**src/rtl/tpsb_pkg.sv**
```systemverilog
package tpsb_pkg;

  localparam int TERM_BITS = 40;
  localparam int KEY_BITS  = 3 * TERM_BITS;
  localparam int CAPACITY  = 64;
  localparam int FIFO_DEPTH = 2;

  localparam logic [2:0] ORDER_SPO = 3'd0;
  localparam logic [2:0] ORDER_SOP = 3'd1;
  localparam logic [2:0] ORDER_PSO = 3'd2;
  localparam logic [2:0] ORDER_POS = 3'd3;
  localparam logic [2:0] ORDER_OSP = 3'd4;
  localparam logic [2:0] ORDER_OPS = 3'd5;

  localparam logic [0:0] REG_FIELD_ORDER = 1'b0;

  typedef struct packed {
    logic [TERM_BITS-1:0] subject_term;
    logic [TERM_BITS-1:0] predicate_term;
    logic [TERM_BITS-1:0] object_term;
    logic                 final_triple;
  } in_word_t;

  typedef struct packed {
    logic [TERM_BITS-1:0] key_first;
    logic [TERM_BITS-1:0] key_second;
    logic [TERM_BITS-1:0] key_third;
    logic                 run_end;
  } out_word_t;

  typedef struct packed {
    logic [KEY_BITS-1:0] key;
    logic                last;
  } rec_t;

endpackage

```
**src/rtl/tpsb_fifo.sv**
```systemverilog
module tpsb_fifo (
  input  logic           clk,
  input  logic           rst,
  input  logic           wr_en,
  input  tpsb_pkg::rec_t wr_data,
  output logic           is_full,
  output logic           rd_valid,
  input  logic           rd_en,
  output tpsb_pkg::rec_t rd_data
);

  localparam int PW = $clog2(tpsb_pkg::FIFO_DEPTH);

  tpsb_pkg::rec_t mem [tpsb_pkg::FIFO_DEPTH];
  logic [PW-1:0] wp, rp;
  logic [PW:0]   fill;
  logic          do_wr, do_rd;

  assign is_full  = fill == (PW+1)'(tpsb_pkg::FIFO_DEPTH);
  assign rd_valid = fill != '0;
  assign rd_data  = mem[rp];
  assign do_wr    = wr_en && !is_full;
  assign do_rd    = rd_en && rd_valid;

  always_ff @(posedge clk) begin
    if (do_wr) begin
      mem[wp] <= wr_data;
    end
    if (rst) begin
      wp   <= '0;
      rp   <= '0;
      fill <= '0;
    end else begin
      if (do_wr) wp <= wp + PW'(1);
      if (do_rd) rp <= rp + PW'(1);
      fill <= fill + (PW+1)'(do_wr) - (PW+1)'(do_rd);
    end
  end

endmodule

```
**config.mk**
```make
export PLATFORM = sky130hd
export DESIGN_NAME = tpsb_fifo
export DESIGN_NICKNAME = d
export VERILOG_FILES = /design/src/rtl/tpsb_pkg.sv /design/src/rtl/tpsb_fifo.sv
export SDC_FILE = /design/constraint.sdc
export NUM_CORES = 1
export LEC_CHECK = 0
export BUFFER_PORTS_ARGS = -buffer_cell sky130_fd_sc_hd__buf_4
export CAP_MARGIN = 10
export CORE_MARGIN = 3
export CORE_UTILIZATION = 45
export CTS_BUF_LIST = sky130_fd_sc_hd__clkbuf_4
export DETAILED_ROUTE_END_ITERATION = 8
export PLACE_DENSITY_LB_ADDON = 0.08
export SYNTH_ARGS = -nofsm -noshare
export SYNTH_HDL_FRONTEND = slang
export SYNTH_SLANG_ARGS = --single-unit
```
**constraint.sdc**
```tcl
create_clock -name clk -period 4.8 [get_ports clk]
set_clock_uncertainty 0.1 [all_clocks]
set_input_delay 1.2 -clock clk [delete_from_list [all_inputs] [get_ports clk]]
set_output_delay 1.2 -clock clk [all_outputs]
set_load 0.01 [all_outputs]
```
-- Yosys cells after proc, flatten, opt, wreduce, memory -nomap -nowiden
Memories as Yosys holds them, arrays and structs flattened. A register that Yosys moved wholly into a read port is not among the register bits.
Cells that the tools add are included.
- register bits after elaboration: 4
- RAM bits: 242
- bits of input ports: 125
- word-level logic and storage cells: 17
- memories kept: 1
- $add $sub $neg: 4
- equality and inequality tests: 1
- mux-type cells: 4
- reductions and logical operators: 4
- memory list (memory ; words ; width ; read ports ; clocked after Yosys merged registers in ; wr ports ; line ; source):
    mem ; 2 ; 121 ; 1 ; 1 ; 1 ; tpsb_fifo.sv:14 ; tpsb_pkg::rec_t mem [tpsb_pkg::FIFO_DEPTH];
- operators with widths (kind ; count):
    1-bit 2-to-1 mux ; 4
    1-bit adder, second input constant ; 2
    2-bit by 1-bit adder with 2-bit output ; 1
    2-bit == test, second input constant ; 1
    1-bit logical AND ; 2
    2-bit nonzero test ; 1
    2-bit by 1-bit subtractor with 2-bit output ; 1
    1-bit zero test ; 1

-- Depth between registers and ports, before layout
- word-level depth: 5
- gate-level depth with buffers: 8
- depth with buffers taken out: 8

-- Worst setup path before layout
Ideal clock, no wire load.
- path type: input to register
- start: input wr_en
- end: memory mem[1][0] (netlist bit), enable pin
- data arrival time: 4.039 ns
- setup slack: 0.166 ns
- stages on the path: 1
- cell sequence: and3_1
- cells in the longest elaborated chain, start to end: 3
- RTL lines (element ; line ; source):
    start: declaration ; tpsb_fifo.sv:4 ; input logic wr_en,
    1-bit logical AND ; tpsb_fifo.sv:22 ; assign do_wr = wr_en && !is_full;
    1-bit 2-to-1 mux ; tpsb_fifo.sv:26 ; if (do_wr) begin
    1-bit 2-to-1 mux (implied by the code) ; tpsb_fifo.sv:27 ; mem[wp] <= wr_data;
    end: declaration ; tpsb_fifo.sv:14 ;
No other way between the ends.

==> results.txt <==
----------------------------------------------------
[Run status]
  Run status ... finished clean

[Power]
  Pleak ... 0.00451 µW
  Cell area power density ... 526 mW/mm²
  Maximum VDD drop ... 0.310 mV

[Worst setup path]
  Category of the most critical setup path ... reg2out
  Worst flop-to-flop path endpoint ... mem[0][17]
  Nature of the critical path endpoint ... output port
  Endpoint arrival time on the critical path ... 2460 ps
  CP Cell Sequence ... buf_12 -> mux2_2 -> buf_4
  FF-to-FF setup slack ... 2580 ps
  Req. time, crit path ... 3500 ps
  Type of element launching the critical path ... flip-flop
  Cell with the biggest individual delay on the critical path ... dfxtp_4
  Critical Path End ... rd_data[116]
  Reg-to-reg startpoint ... fill[0]
  CP max FO ... 60
  Crit path largest cell delay ... 830 ps
  R2R cell count ... 5

[GRT]
  Vias in the first global route ... 5447
  GRT Resource Usage Total ... 17.1%
  Initial antenna violation count ... 2
  Total grt overflow ... 0
  Wire length of the first global-routing pass ... 28.6 mm
  Pin count of the biggest net entering global routing ... 71

[Place]
  Placed cell areas ... 0.0111 mm²
  Routability congestion estimate from global placement ... 0.752
  Count of buffers inserted at the top-level ports ... 247
  DPL Wire Length ... 12.1 mm
  Pre-CTS setup slack ... 1660 ps

[Synth]
  Largest area contributor in the netlist ... edfxtp_1
  Complex-gate fraction of the synthesized area ... 0.195%
  Synth Instances ... 403
  Syn avg cell area ... 22.3 µm²
  Adder-Cell Fraction of Synth Area ... 0.278%
  Largest cells by area after synthesis ... edfxtp_1 81%, mux2_2 15%, buf_6 1.1%
  Fraction of synthesized cell area in xor and xnor cells ... 0.195%
  Number of nets in the synthesized netlist ... 530
  Multiplexer area fraction after synthesis ... 15.2%
  Warning count from the yosys run ... 0
  Main combinational cell family by area after synthesis ... multiplexers
  Post-synthesis instance area ... 0.00899 mm²
  Post-synth cell types ... 22
  Synthesized flop and latch total ... 247
  Share of flip-flops with an asynchronous set or reset ... 0%
  Fraction of the mapped netlist area in simple logic gates ... 0.668%
  Number of enable flip-flop cells after synthesis ... 242
  Sequential share of the synthesized area ... 82.0%
  Share of Yosys cell area claimed by the top area cell type ... 80.8%
  Main synth FF type ... edfxtp_1

[STA]
  Hold Worst Slack ... 395 ps
  Hold Vio Cnt, Final ... 0
  Final Slew Violations ... 0
  Transition at the pin with the smallest max-transition slack ... 733 ps
  Final worst path period share ... 78.4%
  Final setup margin ... 1040 ps
  Final number of setup-violating endpoints ... 0
  Worst rel slew slack ... 51.1%
  Setup TNS after final layout ... 0 ps
  Upper clock frequency limit ... 266 MHz
  Final worst path period need ... 3760 ps
  Setup repair after global routing missed its margin ... false

[Flow run]
  Max cap viols ... 0

[Clock tree]
  TritonCTS buffer count ... 61
  Maximum number of buffers from clock root to sink ... 3
  Register clock-pin slew on the reported worst setup and hold paths ... 60 ps
  Post_cts resized ... 0
  # Post-CTS Setup Buffers ... 0
  # clock sinks ... 247
  Clock latency of the later-clocked register in the worst-skew pair ... 650 ps
  Root buffer selected by CTS ... clkbuf_4
  Hold bufs inserted after CTS ... 0
  CTS H-Tree Depth ... 2
  TritonCTS clock tree ... yes

[Drt]
  Via count normalized by instance count ... 4.76
  Total detailed-routing wirelength ... 18.6 mm
  Vias ... 4806
  Remaining antenna violation count ... 0
  Length of the first detailed-routing pass in iterations ... 4
  Drc violations ... 0
  Routed length per placed instance ... 18.4 µm
  Number of design-rule violations left by the first detailed-router iteration ... 202

[Die]
  X dimension of the die ... 147 µm
  Initial cell density of the core ... 46.0%
  Boundary pin count ... 248
  Placeable core region ... 0.0195 mm²
  Number of cell rows ... 51
  Die footprint ... 0.0217 mm²
  Overall die height ... 147 µm

[Final layout]
  Final non-filler cell area ... 0.0119 mm²
  Layout area overhead ... 32.2%
  Fin nets ... 833
  Layout cells sized above 1 ... 64.4%

[Min path]
  Worst hold-check path type ... reg2reg

----------------------------------------------------
-- state kept, by name, indices dropped and copies added (netlist names), named ones only --
register,flops
rp,1
fill,2
wp,1
mem,242
-- final cells by class --
class | instances | area (µm²)
Sequential cell | 247 | 7370
Multi-Input combinational cell | 139 | 1490
Timing Repair Buffer | 253 | 1940
Tap cell | 265 | 332
Inverter | 4 | 17.5
Clock inverter | 2 | 8.76
Antenna cell | 2 | 5.00
Clock buffer | 97 | 728
Fill cell | 1535 | 7640
-- cells by family after synthesis --
kind of cell               count (synthesis)
AOI/OAI and AO/OA                          3
xor gates and xnor gates                   2
adders and majority gates                  2
buffers and inverters                     17
DFF                                      247
muxes                                    121
and+or+nand+nor                           11
-- through the flow --
stage	power, µW	utilization, %	cells
3_3_place_gp	4670	57.1	908
4_1_cts	6370	60.8	1007
2_1_floorplan	3880	-	403
3_5_place_dp	4700	57.1	908
5_1_grt	6610	60.9	1009
6_report	6250	60.9	1009
-- layer usage --
metal | up-vias | share of wire, % | GRT usage (%)
li1 | 2231 | - | -
met4 | 0 | 2.0 | 6.29
met1 | 2346 | 38 | 19.8
met5 | - | 0 | 0
met2 | 200 | 52 | 29.2
met3 | 29 | 8.4 | 6.29
-- cells in the final DEF (no fill, tap or decap), drive strengths merged --
master  instances
buf           253
edfxtp        242
mux2          121
clkbuf         97
dfxtp           5
inv             5
nor2            3
diode           2
ha              2
o21a            1
or2             1
nand2b          1
nand2           1
and3            1
or3             1
nor2b           1
xnor2           1
o21ai           1
a21oi           1
xor2            1
and2            1
nor3            1
clkinv          1
-- how the worst min path moves through the flow --
stage / from / depth (start not counted) / slack [ps] / to
after global placement: wp / 2 / 370 / wp
after CTS: wp / 2 / 400 / wp
after detailed placement: wp / 2 / 390 / wp
after global routing: wp / 2 / 440 / wp
final: wp / 2 / 400 / wp
after floorplan: wp / 2 / 350 / wp
-- synth_stat cells, drive strengths merged (2+ instances only) --
| library cell | instances |
|---|---|
| edfxtp | 242 |
| mux2 | 121 |
| buf | 13 |
| dfxtp | 5 |
| inv | 4 |
| nor2 | 3 |
| ha | 2 |
-- report_power, final --
group / switching, µW / internal, µW
registers: 135 / 2750
clock network: 737 / 896
logic: 804 / 927
-- critical path: cells and delay by family, from the launching register on --
family	cells	cell delay [ps]
buf+inv	2	550
flops	1	830
mux	1	410
Note: power is estimated with default switching activity, not from simulation.
