--- config.mk ---
export PLATFORM = sky130hd
export DESIGN_NAME = tpsb_front
export DESIGN_NICKNAME = d
export VERILOG_FILES = /design/src/rtl/tpsb_pkg.sv /design/src/rtl/tpsb_front.sv
export SDC_FILE = /design/constraint.sdc
export NUM_CORES = 1
export LEC_CHECK = 0
export ABC_AREA = 1
export BUFFER_PORTS_ARGS = -buffer_cell sky130_fd_sc_hd__buf_2
export CAP_MARGIN = 20
export CELL_PAD_IN_SITES_DETAIL_PLACEMENT = 1
export CELL_PAD_IN_SITES_GLOBAL_PLACEMENT = 1
export CORE_MARGIN = 4
export CORE_UTILIZATION = 18
export DETAILED_ROUTE_END_ITERATION = 8
export GPL_TIMING_DRIVEN = 0
export PLACE_DENSITY_LB_ADDON = 0.1
export SYNTH_ARGS = -nofsm -noshare
export SYNTH_HDL_FRONTEND = slang
export SYNTH_SLANG_ARGS = --single-unit
export TNS_END_PERCENT = 1
--- constraint.sdc ---
create_clock -name clk -period 1.4 [get_ports clk]
set_input_delay 0.28 -clock clk [delete_from_list [all_inputs] [get_ports clk]]
set_output_delay 0.28 -clock clk [all_outputs]
set_load 0.005 [all_outputs]
--- src/rtl/tpsb_pkg.sv ---
package tpsb_pkg;

  localparam int TERM_BITS = 40;
  localparam int KEY_BITS  = 3 * TERM_BITS;
  localparam int CAPACITY  = 64;
  localparam int FIFO_DEPTH = 2;

  localparam logic [2:0] ORDER_SPO = 3'd0;
  localparam logic [2:0] ORDER_SOP = 3'd1;
  localparam logic [2:0] ORDER_PSO = 3'd2;
  localparam logic [2:0] ORDER_POS = 3'd3;
  localparam logic [2:0] ORDER_OSP = 3'd4;
  localparam logic [2:0] ORDER_OPS = 3'd5;

  localparam logic [0:0] REG_FIELD_ORDER = 1'b0;

  typedef struct packed {
    logic [TERM_BITS-1:0] subject_term;
    logic [TERM_BITS-1:0] predicate_term;
    logic [TERM_BITS-1:0] object_term;
    logic                 final_triple;
  } in_word_t;

  typedef struct packed {
    logic [TERM_BITS-1:0] key_first;
    logic [TERM_BITS-1:0] key_second;
    logic [TERM_BITS-1:0] key_third;
    logic                 run_end;
  } out_word_t;

  typedef struct packed {
    logic [KEY_BITS-1:0] key;
    logic                last;
  } rec_t;

endpackage

--- src/rtl/tpsb_front.sv ---
module tpsb_front #(
  parameter int CAPACITY = tpsb_pkg::CAPACITY
) (
  input  logic               clk,
  input  logic               rst,
  input  logic               psel,
  input  logic               penable,
  input  logic               pwrite,
  input  logic [0:0]         paddr,
  input  logic [31:0]        pwdata,
  output logic [31:0]        prdata,
  input  logic               push,
  output logic               full,
  input  tpsb_pkg::in_word_t in_word,
  output logic               rec_valid,
  output tpsb_pkg::rec_t     rec,
  input  logic               rec_full
);

  localparam int CW = $clog2(CAPACITY + 1);

  logic [2:0]    field_order;
  logic [CW-1:0] count;
  logic          accept;
  logic          last;
  logic [tpsb_pkg::TERM_BITS-1:0] s, p, o;

  assign full      = rec_full;
  assign accept    = push && !rec_full;
  assign rec_valid = accept;
  assign prdata    = (paddr == tpsb_pkg::REG_FIELD_ORDER) ? {29'd0, field_order} : 32'd0;
  assign s = in_word.subject_term;
  assign p = in_word.predicate_term;
  assign o = in_word.object_term;
  assign last = in_word.final_triple || (count == CW'(CAPACITY - 1));

  always_comb begin
    rec.last = last;
    case (field_order)
      tpsb_pkg::ORDER_SOP: rec.key = {s, o, p};
      tpsb_pkg::ORDER_PSO: rec.key = {p, s, o};
      tpsb_pkg::ORDER_POS: rec.key = {p, o, s};
      tpsb_pkg::ORDER_OSP: rec.key = {o, s, p};
      tpsb_pkg::ORDER_OPS: rec.key = {o, p, s};
      default:             rec.key = {s, p, o};
    endcase
  end

  always_ff @(posedge clk) begin
    if (rst) begin
      field_order <= tpsb_pkg::ORDER_SPO;
      count       <= '0;
    end else begin
      if (psel && penable && pwrite && paddr == tpsb_pkg::REG_FIELD_ORDER) begin
        field_order <= pwdata[2:0];
      end
      if (accept) begin
        count <= last ? '0 : count + CW'(1);
      end
    end
  end

endmodule

After elaboration in Yosys (flattened, before gate mapping)
Cells that the tools add are included.

Bits in writable memories: 0. Output and inout port bits: 155. Logic and storage cells: 19. Latch bits: 0. Input bits: 161. Bits in read-only memories: 0. Memories: 0. Register bits: 10.

Reductions and logical operators: 6. Equal/unequal tests: 6. Divide/modulo/power cells: 0. $mul: 0. Shift operators: 0. $lt $le $gt $ge: 0. Bitwise gates (word level): 1. Muxes and demuxes: 3. $add $sub $neg: 1.

Operators with widths (count): $pmux W120 S5 (1); $add A7 B1 Y7 const B (1); $eq A7 B6 Y1 const B (1); $mux W7 (1); $eq A3 B2 Y1 const B (2); $eq A3 B3 Y1 const B (2); $logic_and A1 B1 Y1 (4); $eq A3 B1 Y1 const B (1); $mux W3 (1); $logic_not A1 Y1 (1); $logic_or A1 B1 Y1 (1); $not A1 Y1 (1).

Depth between registers and ports, before layout
Word-level depth: 3. Depth in mapped cells: 8. Depth with buffers taken out: 8.

Worst setup path after synthesis
OpenSTA, ideal clock, no wires.

Kind: reg-to-output. Start: reg field_order[2]. End: out rec[10] (netlist name). Data required time: 1.120 ns. Cell stages (with the launch flop): 6. Arrival time: 1.141 ns. Slack: -0.021 ns. Path buffers: 1. Cells stage by stage: dfxtp_1 -> nand2_1 -> nand2_1 -> nand2_1 -> buf_2 -> o211ai_1.

RTL lines: start: declaration (RTL line tpsb_front.sv:22) `logic [2:0] field_order;`; start signal: assignment (RTL line tpsb_front.sv:51) `field_order <= tpsb_pkg::ORDER_SPO;`; start signal: assignment (RTL line tpsb_front.sv:55) `field_order <= pwdata[2:0];`; end: declaration (RTL line tpsb_front.sv:16) `output tpsb_pkg::rec_t rec,`.

==> summary.txt <==
Outcome
  • Status: finished, violations left
  • Failing checks: setup timing

Global route
  • GRT Residual Overflow: 0
  • Largest net degree at the start of global routing: 11
  • Vias in the first global route: 5324
  • Total track usage: 19.3%
  • Global-route wire length before repair: 28.5 mm
  • Antenna violations before repair: 1

Floorplanning
  • Die width: 135 um
  • Starting density of the core: 18.4%
  • Die Height: 135 um
  • Core outline area: 0.0159 sq mm
  • # IOs: 316
  • Die Area: 0.0184 sq mm
  • Std cell rows: 46

Drt
  • Residual DRC count: 0
  • DR pass1 iterations: 4
  • Total wire length: 19.6 mm
  • Routed vias: 5084
  • Vias/cell: 4.57
  • WL/cell: 17.6 um
  • Iter 0 DRT Violations: 115
  • Final ANT Viol Nets: 0

Cells and area
  • # nets final: 1060
  • Share of cells above drive strength 1: 46.1%
  • Most frequent cells in the layout: 269 x nand2_1, 252 x buf_2, 80 x o211ai_1
  • Synth-to-Final Area Change: 86.4%
  • Most common cell after layout, fill and taps aside: nand2_1

Power
  • Pwr Total: 2.66 mW
  • Logic pwr share: 70.1%
  • Psw: 1.11 mW
  • Int Pwr: 1.55 mW
  • Clk pwr share: 18.6%
  • Sequential Power Share: 11.3%
  • Switching Share: 41.8%
  • Max VDD drop: 389 uV
  • Leak: 2.94 nW
  • Cell area power density: 487 mW/mm^2

Place
  • Buffers on Ports: 257
  • Routability Congestion: 0.775
  • Post-DP HPWL: 15.1 mm

Critical path
  • Worst path required time: 1120 ps
  • Kind of critical path: register to output port
  • CP Launch Type: register
  • Crit end category: output port
  • Crit Path Max Fanout: 6
  • CP arrival: 1580 ps

CTS
  • Clock sinks: 10
  • CTS max path bufs: 2
  • Clock Pin Slew Worst Setup and Hold Paths: 40 ps
  • Clock root cell: clkbuf_16
  • # H-tree levels: 1
  • Worst-Skew Late Latency: 230 ps
  • CTS buffer count: 3
  • TritonCTS clock tree: built

Yosys
  • Area leader, netlist: nand2_1
  • Sequential area share after synthesis: 6.84%
  • Top FF cell, synth: dfxtp_1
  • Synth Instances: 589
  • Synth cell types: 20
  • EDFF count, synth: 0
  • Synth top area share: 38.4%
  • Warnings, synthesis: 0
  • Post-Syn Area per Cell: 4.97 sq um
  • Cell Area, Synth: 0.00293 sq mm
  • Synth async-reset ratio: 0%
  • FF+latch count, synth: 10
  • Top cells by area, synth: nand2_1 38%, o211ai_1 21%, buf_4 8.0%

Timing
  • Final setup margin: -464 ps
  • RSZ-0062 raised after global routing: yes
  • Min cycle time layout: 1860 ps
  • Max frequency: 537 MHz
  • Final setup fails: 121
  • Final Max Slew Viols: 0
  • Period Utilization, post-route: 133%
  • Fin Setup TNS: -46810 ps
  • Clock Skews: 3.23 ps
  • Final hold vios: 0

Min path
  • Hold Path Class: input port to register

Flow run
  • MaxCap Viol Count: 0
cell families after synthesis:
group,Yosys count,synth area share (%)
AND/OR/NAND/NOR,358,48.2
adder cells (fa/ha/maj),1,0.428
multiplexers,1,0.342
AO/OA/AOI/OAI,93,23.0
other,1,0.128
XOR/XNOR,2,0.599
buffers and inverters,123,20.4
flip-flops,10,6.84
critical path, stage by stage (launching register included):
cell,delay [ps]
dfxtp_4,410
inv_6,50
nand2_8,90
nand2_8,80
o22ai_4,150
buf_12,180
clkbuf_16,150
nand2_1,40
nand3_1,70
buf_2,120
timing repair:
action,4_1_cts,5_1_grt
setup buffers,8,3
gates resized for setup,106,84
pin swaps,6,6
endpoints found under the hold margin,0,0
endpoints found under the setup margin,127,127
cloned,5,3
hold buffers,0,0
synth_stat cells, types with 2 or more instances:
cell / instances
nand2_1: 299
o211ai_1: 80
inv_1: 51
nand3_1: 43
buf_4: 31
clkbuf_1: 20
buf_2: 16
nor2_1: 13
dfxtp_1: 10
o21ai_0: 6
a21oi_1: 5
inv_2: 5
nand4_1: 2
xor2_1: 2
registers in the layout, indices dropped and copies added, names as in the netlist:
| signal | cells |
|---|---|
| field_order | 3 |
| count | 7 |
per-stage QoR:
step	instances	hold slack [ps]	area, sq um	setup slack [ps]	utilization (%)
CTS	1106	340	5060	-458	31.9
global placement	1090	440	4590	-557	28.9
finish	1113	350	5450	-464	34.3
detailed placement	1090	461	4590	-605	28.9
floorplan	617	429	3030	13.7	-
global route	1113	372	5450	-522	34.3
per-layer routing:
layer / routed length (um) / share of wire (%) / vias up / track usage [%]
met5: 0 / 0 / - / 0
met1: 7770 / 40 / 2460 / 22.5
met2: 10500 / 54 / 147 / 37.6
met3: 1080 / 5.5 / 10 / 3.12
met4: 156 / 0.80 / 0 / 2.74
li1: - / - / 2467 / -
power by group through the flow:
stage | registers (mW) | clock network [mW] | logic [mW]
floorplan | 0.302 | 0 | 0.694
global placement | 0.303 | 0 | 1.53
detailed placement | 0.304 | 0 | 1.56
CTS | 0.298 | 0.506 | 1.72
global route | 0.302 | 0.532 | 2.04
finish | 0.301 | 0.493 | 1.86
area by class of cell:
| type | count | area (sq um) |
|---|---|---|
| multi-input combinational | 484 | 2510 |
| clock buffer | 3 | 75.1 |
| antenna | 1 | 2.50 |
| sequential | 10 | 214 |
| inverter | 56 | 223 |
| timing repair buffer | 276 | 1570 |
| fill | 2225 | 10400 |
| buffer | 67 | 587 |
| tap | 216 | 270 |
path summary, 6_finish.rpt:
kind,startpoint,to,slack [ps],cells after the start
worst max-delay path,field_order[2]$_SDFFE_PP0P_,rec[52],-460,9
worst min-delay path,rst,count[6]$_SDFFE_PP0P_,350,4
worst max register to register,count[0]$_SDFFE_PP0P_,count[4]$_SDFFE_PP0P_,180,8
worst min register to register,count[6]$_SDFFE_PP0P_,count[6]$_SDFFE_PP0P_,470,2
Note: power is estimated with default switching activity, not from simulation.
